## src/rtl/core/rteq_pkg.sv

```systemverilog
`default_nettype none
// ----------------------------------------------------------------------------
// rteq_pkg
// Shared types and constants of the repeating timer event queue.
// ----------------------------------------------------------------------------
package rteq_pkg;

  localparam int SLOTS       = 16;
  localparam int MAX_RESULTS = 16;
  localparam int SLOT_W      = $clog2(SLOTS);
  localparam int NFIRE_W     = $clog2(MAX_RESULTS + 1);

  localparam int ID_W    = 16;
  localparam int DELAY_W = 24;
  localparam int REP_W   = 16;
  localparam int TIME_W  = 32;

  localparam logic REQ_TICK = 1'b0;
  localparam logic REQ_PUSH = 1'b1;

  localparam logic RES_ACK  = 1'b0;
  localparam logic RES_FIRE = 1'b1;

  typedef enum logic [1:0] {
    CMD_NONE,
    CMD_LOAD,
    CMD_FIRE
  } cmd_op_e;

  typedef enum logic [1:0] {
    ST_IDLE,
    ST_WAIT,
    ST_DECIDE
  } state_e;

  // command broadcast from the controller to all cells
  typedef struct packed {
    cmd_op_e             op;
    logic [SLOT_W-1:0]   idx;
    logic [ID_W-1:0]     id;
    logic [TIME_W-1:0]   deadline;
    logic [DELAY_W-1:0]  period;
    logic [REP_W-1:0]    repeats;
  } cell_cmd_t;

  // search token handed from cell to cell
  typedef struct packed {
    logic                due_found;
    logic [TIME_W-1:0]   due_age;
    logic [SLOT_W-1:0]   due_idx;
    logic [ID_W-1:0]     due_id;
    logic [REP_W-1:0]    due_left;
    logic                free_found;
    logic [SLOT_W-1:0]   free_idx;
  } wave_t;

endpackage
`default_nettype wire

```

## src/rtl/core/rteq_cell.sv

```systemverilog
`default_nettype none
// ----------------------------------------------------------------------------
// rteq_cell
// One timer slot. Holds the slot state, merges itself into the search token
// coming from its left neighbor and registers the token toward the right.
// ----------------------------------------------------------------------------
module rteq_cell
  import rteq_pkg::*;
(
  input  logic              clk_i,
  input  logic              rst_ni,
  input  logic [SLOT_W-1:0] slot_idx_i,
  input  logic [TIME_W-1:0] time_i,
  input  cell_cmd_t         cmd_i,
  input  wave_t             wave_i,
  output wave_t             wave_o
);

  logic               valid_q, valid_d;
  logic [ID_W-1:0]    id_q, id_d;
  logic [TIME_W-1:0]  deadline_q, deadline_d;
  logic [DELAY_W-1:0] period_q, period_d;
  logic [REP_W-1:0]   repeats_q, repeats_d;
  wave_t              wave_q, wave_d;

  logic [TIME_W-1:0]  age;
  logic [REP_W-1:0]   left;
  logic               due;
  logic               hit;

  always_comb begin
    age  = time_i - deadline_q;
    left = repeats_q - REP_W'(1);
    due  = valid_q && (age != '0) && !age[TIME_W-1];
    hit  = (cmd_i.idx == slot_idx_i);

    wave_d = wave_i;
    if (due && (!wave_i.due_found || (age > wave_i.due_age))) begin
      wave_d.due_found = 1'b1;
      wave_d.due_age   = age;
      wave_d.due_idx   = slot_idx_i;
      wave_d.due_id    = id_q;
      wave_d.due_left  = left;
    end
    if (!valid_q && !wave_i.free_found) begin
      wave_d.free_found = 1'b1;
      wave_d.free_idx   = slot_idx_i;
    end

    valid_d    = valid_q;
    id_d       = id_q;
    deadline_d = deadline_q;
    period_d   = period_q;
    repeats_d  = repeats_q;
    case (cmd_i.op)
      CMD_LOAD: begin
        if (hit) begin
          valid_d    = 1'b1;
          id_d       = cmd_i.id;
          deadline_d = cmd_i.deadline;
          period_d   = cmd_i.period;
          repeats_d  = cmd_i.repeats;
        end
      end
      CMD_FIRE: begin
        if (hit) begin
          if (left != '0) begin
            repeats_d  = left;
            deadline_d = time_i + TIME_W'(period_q);
          end else begin
            valid_d = 1'b0;
          end
        end
      end
      default: begin
      end
    endcase
  end

  always_ff @(posedge clk_i or negedge rst_ni) begin
    if (!rst_ni) begin
      valid_q <= 1'b0;
      wave_q  <= '0;
    end else begin
      valid_q <= valid_d;
      wave_q  <= wave_d;
    end
  end

  always_ff @(posedge clk_i) begin
    id_q       <= id_d;
    deadline_q <= deadline_d;
    period_q   <= period_d;
    repeats_q  <= repeats_d;
  end

  assign wave_o = wave_q;

endmodule
`default_nettype wire

```

## config.mk

```make
export PLATFORM = sky130hd
export DESIGN_NAME = rteq_cell
export DESIGN_NICKNAME = d
export VERILOG_FILES = /design/src/rtl/core/rteq_pkg.sv /design/src/rtl/core/rteq_cell.sv
export SDC_FILE = /design/constraint.sdc
export NUM_CORES = 1
export LEC_CHECK = 0
export BUFFER_PORTS_ARGS = -buffer_cell sky130_fd_sc_hd__buf_2
export CAP_MARGIN = 40
export CORE_UTILIZATION = 40
export DETAILED_ROUTE_END_ITERATION = 8
export PLACE_DENSITY = 0.64
export SKIP_LAST_GASP = 1
export SYNTH_ARGS = -nofsm -noshare
export SYNTH_HDL_FRONTEND = slang
export SYNTH_SLANG_ARGS = --single-unit
```

## constraint.sdc

```tcl
create_clock -name clk_i -period 13.1 [get_ports clk_i]
set_clock_uncertainty 0.05 [all_clocks]
set_input_delay 0.655 -clock clk_i [delete_from_list [all_inputs] [get_ports clk_i]]
set_output_delay 0.655 -clock clk_i [all_outputs]
set_load 0.05 [all_outputs]
```

==> out/summary.txt <==
Status: complete, but fails checks
Failing checks: design-rule violations
LEAKAGE: 6.09 nW
Worst hold margin: 0.0967 ns
Grt total ovfl: 0
Design Area, Final: 0.0131 mm^2
GRT Total Usage: 21.7%
#FFs+latches synth: 163
Async set or reset register ratio after synthesis: 46.0%
Register area share after synthesis: 41.9%
Mapped Cells: 1114
Setup TNS Final: 0 ns
Number of vias per cell: 5.32
Inserted Clock Buffers: 17
Initial DRC Count: 562
Number of library cell types mapped by synthesis: 73
Ratio of cells with drive above 1 in the final layout: 25.9%
Post-CTS Setup Repair Bufs: 0
IO buf count: 279
DIE AREA: 0.0276 mm^2
CTS Buffer Depth: 2
Endpoint class of the critical path: flip-flop
Post-DP HPWL: 23400 um
GPL Wtd Cong: 0.867
Final Hold Vio Count: 0
Register area: 0.00452 mm^2
Clock sink count: 163
Placed Cells: 1699
Per-cell routed wire length: 17.0 um
Maximum clock rate: 155 MHz
Final nets: 1680
Layout overhead on the synthesized area: 21.8%
Vias in the first global route: 9044
Tmin final: 6.46 ns
Max cap viols: 0
Setup WS pre-CTS: 6.26 ns
Fillers: 2499
WL final: 29500 um
Die Height: 166 um
Pwr Density: 118 mW/mm^2
Worst-margin pin slew: 0.826 ns
Initial antenna violation count: 1
CTS Hold Buffers Added: 0
Cts repair resizes: 0
Power Total: 1.55 mW
First-pass GRT wire length: 47300 um
Unrepaired setup endpoints after global routing: no
Die X: 166 um
Row count: 59
Highest-count cells in the layout ignoring fill and taps: buf_2 (278), nand2_1 (131), ha_1 (89)
Syn avg cell area: 9.69 um^2
Worst Path Required: 13.37 ns
Multi-input logic area: 0.00578 mm^2
Cell Area, Synth: 0.0108 mm^2
Synthesized Nets: 1411
Vias: 9220
# IOs: 280
Final Max Slew Viols: 0
Synth warnings: 0
Ys flop type: edfxtp_1
Placed cell area: 0.0125 mm^2
Core ar.: 0.0263 mm^2
Worst Path Max Fanout: 51
Hold crit path type: in -> async
Slew headroom: 44.9%
Clk_lat worst skew: 0.43 ns
Startpoint Class: flip-flop
CTS H-tree lvls: 4
PnR worst setup slack: 6.64 ns
Starting Density: 41.1%
Clock Tree Root: clkbuf_16
Fin crit share: 49.3%
Post-synth EDFFs: 88
CTS tree: built
Worst VDD drop: 0.0720 mV
Crit Path Category: reg -> reg
Non-filler cells, final: 1732
Reg clk slew, reported paths: 0.07 ns
DRC violations left: 28
Largest net degree at the start of global routing: 92
Critical Path AT: 6.73 ns
DRT Pass-1 Iters: 7
Final Util: 50.0%
Commonest non-fill, non-tap cell in the layout: buf_2
Endpoints failing setup: 0
Post-DRT Antenna Nets: 0
sequential cells by signal (all words and copies together) (netlist names):
register,cells
id_q,16
repeats_q,16
period_q,24
wave_o,74
deadline_q,32
valid_q,1
worst max-delay path, stage by stage, from the launching register on:
cell	delay (ns)
edfxtp_1	0.33
inv_1	0.04
ha_1	0.45
a21oi_1	0.21
or2_2	0.33
and2_1	0.22
a2111oi_0	0.49
a211o_1	0.22
xnor2_1	0.26
inv_1	0.12
ha_1	0.31
nand4_1	0.09
nor2_1	0.15
nand4_1	0.11
nor2_1	0.14
nand2_1	0.09
o32ai_1	0.27
or4b_2	0.16
o211a_2	0.58
a21boi_4	0.57
buf_4	0.69
mux2_1	0.39
logic make-up (layout without fill, tap and decap cells):
family	Yosys count	count (layout)	share of synthesized area, %
AOI/OAI and AO/OA	295	295	17.3
xor gates and xnor gates	61	61	4.95
adders and majority gates	91	91	10.7
buffers and inverters	123	405	4.66
DFF	163	163	41.9
muxes	46	46	5.32
other	0	1	0
and+or+nand+nor	335	335	15.2
routing by layer:
layer	wire, um	part of all wire [%]	global-route usage, %
met5	0	0	0
met4	381	1.3	5.56
met3	1720	5.8	3.79
met2	14100	48	36.7
met1	13300	45	28.7
report_power, final:
| group | switching (mW) | internal [mW] | leakage [nW] |
|---|---|---|---|
| clock | 0.248 | 0.276 | 0.295 |
| sequential | 0.00969 | 0.579 | 1.67 |
| combinational | 0.294 | 0.145 | 4.12 |
| total | 0.552 | 1.00 | 6.09 |
layout make-up:
cell class                 count  area share [%]
multi-input combinational    828            44.0
antenna                        1          0.0190
inverter                      88            2.51
tap                          335            3.19
clock buffer                  17            3.24
sequential                   163            34.4
timing repair buffer         285            11.2
clock inverter                15            1.45
path summary, 6_finish.rpt:
path	from	endpoint	slack (ns)	cells past startpoint
max	deadline_q[8]	wave_o[11]	6.64	21
min reg2reg	id_q[5]	wave_o[26]	0.43	1
min in group clk_i	cmd_i[78]	id_q[6]	0.34	1
min	rst_ni	wave_o[20]	0.1	1
max reg2reg	deadline_q[8]	wave_o[11]	6.64	21
max in group asynchronous	rst_ni	wave_o[44]	12.32	2
cells in the mapped netlist, types with 5 or more instances:
cell type,number,area share (%)
a211oi_1,18,1.3
nor2_1,50,1.7
o21ai_0,79,3.7
or3_1,13,0.75
nand2b_1,11,0.64
or2_2,5,0.29
o31ai_1,7,0.49
dfrtp_1,75,17
edfxtp_1,88,24
mux2_1,7,0.73
nor4_1,11,0.64
o21bai_1,5,0.35
a21oi_1,67,3.1
nor3_1,25,1.2
xor2_1,29,2.4
nand3_1,18,0.83
inv_1,88,3.1
mux2i_1,15,1.4
nand4_1,12,0.70
mux2_4,20,2.8
nor2b_1,11,0.64
a21o_1,26,1.8
nand3b_1,6,0.42
o21a_1,12,0.83
nand2_1,131,4.6
a31oi_1,6,0.35
o21ai_1,22,1.0
buf_6,5,0.52
o211ai_1,8,0.56
and4_1,5,0.41
a31o_2,5,0.41
and2_1,16,0.93
clkbuf_1,25,0.87
xnor2_1,32,2.6
ha_1,89,10
and3_1,5,0.29
No activity file was read; power rests on OpenSTA's default activity.
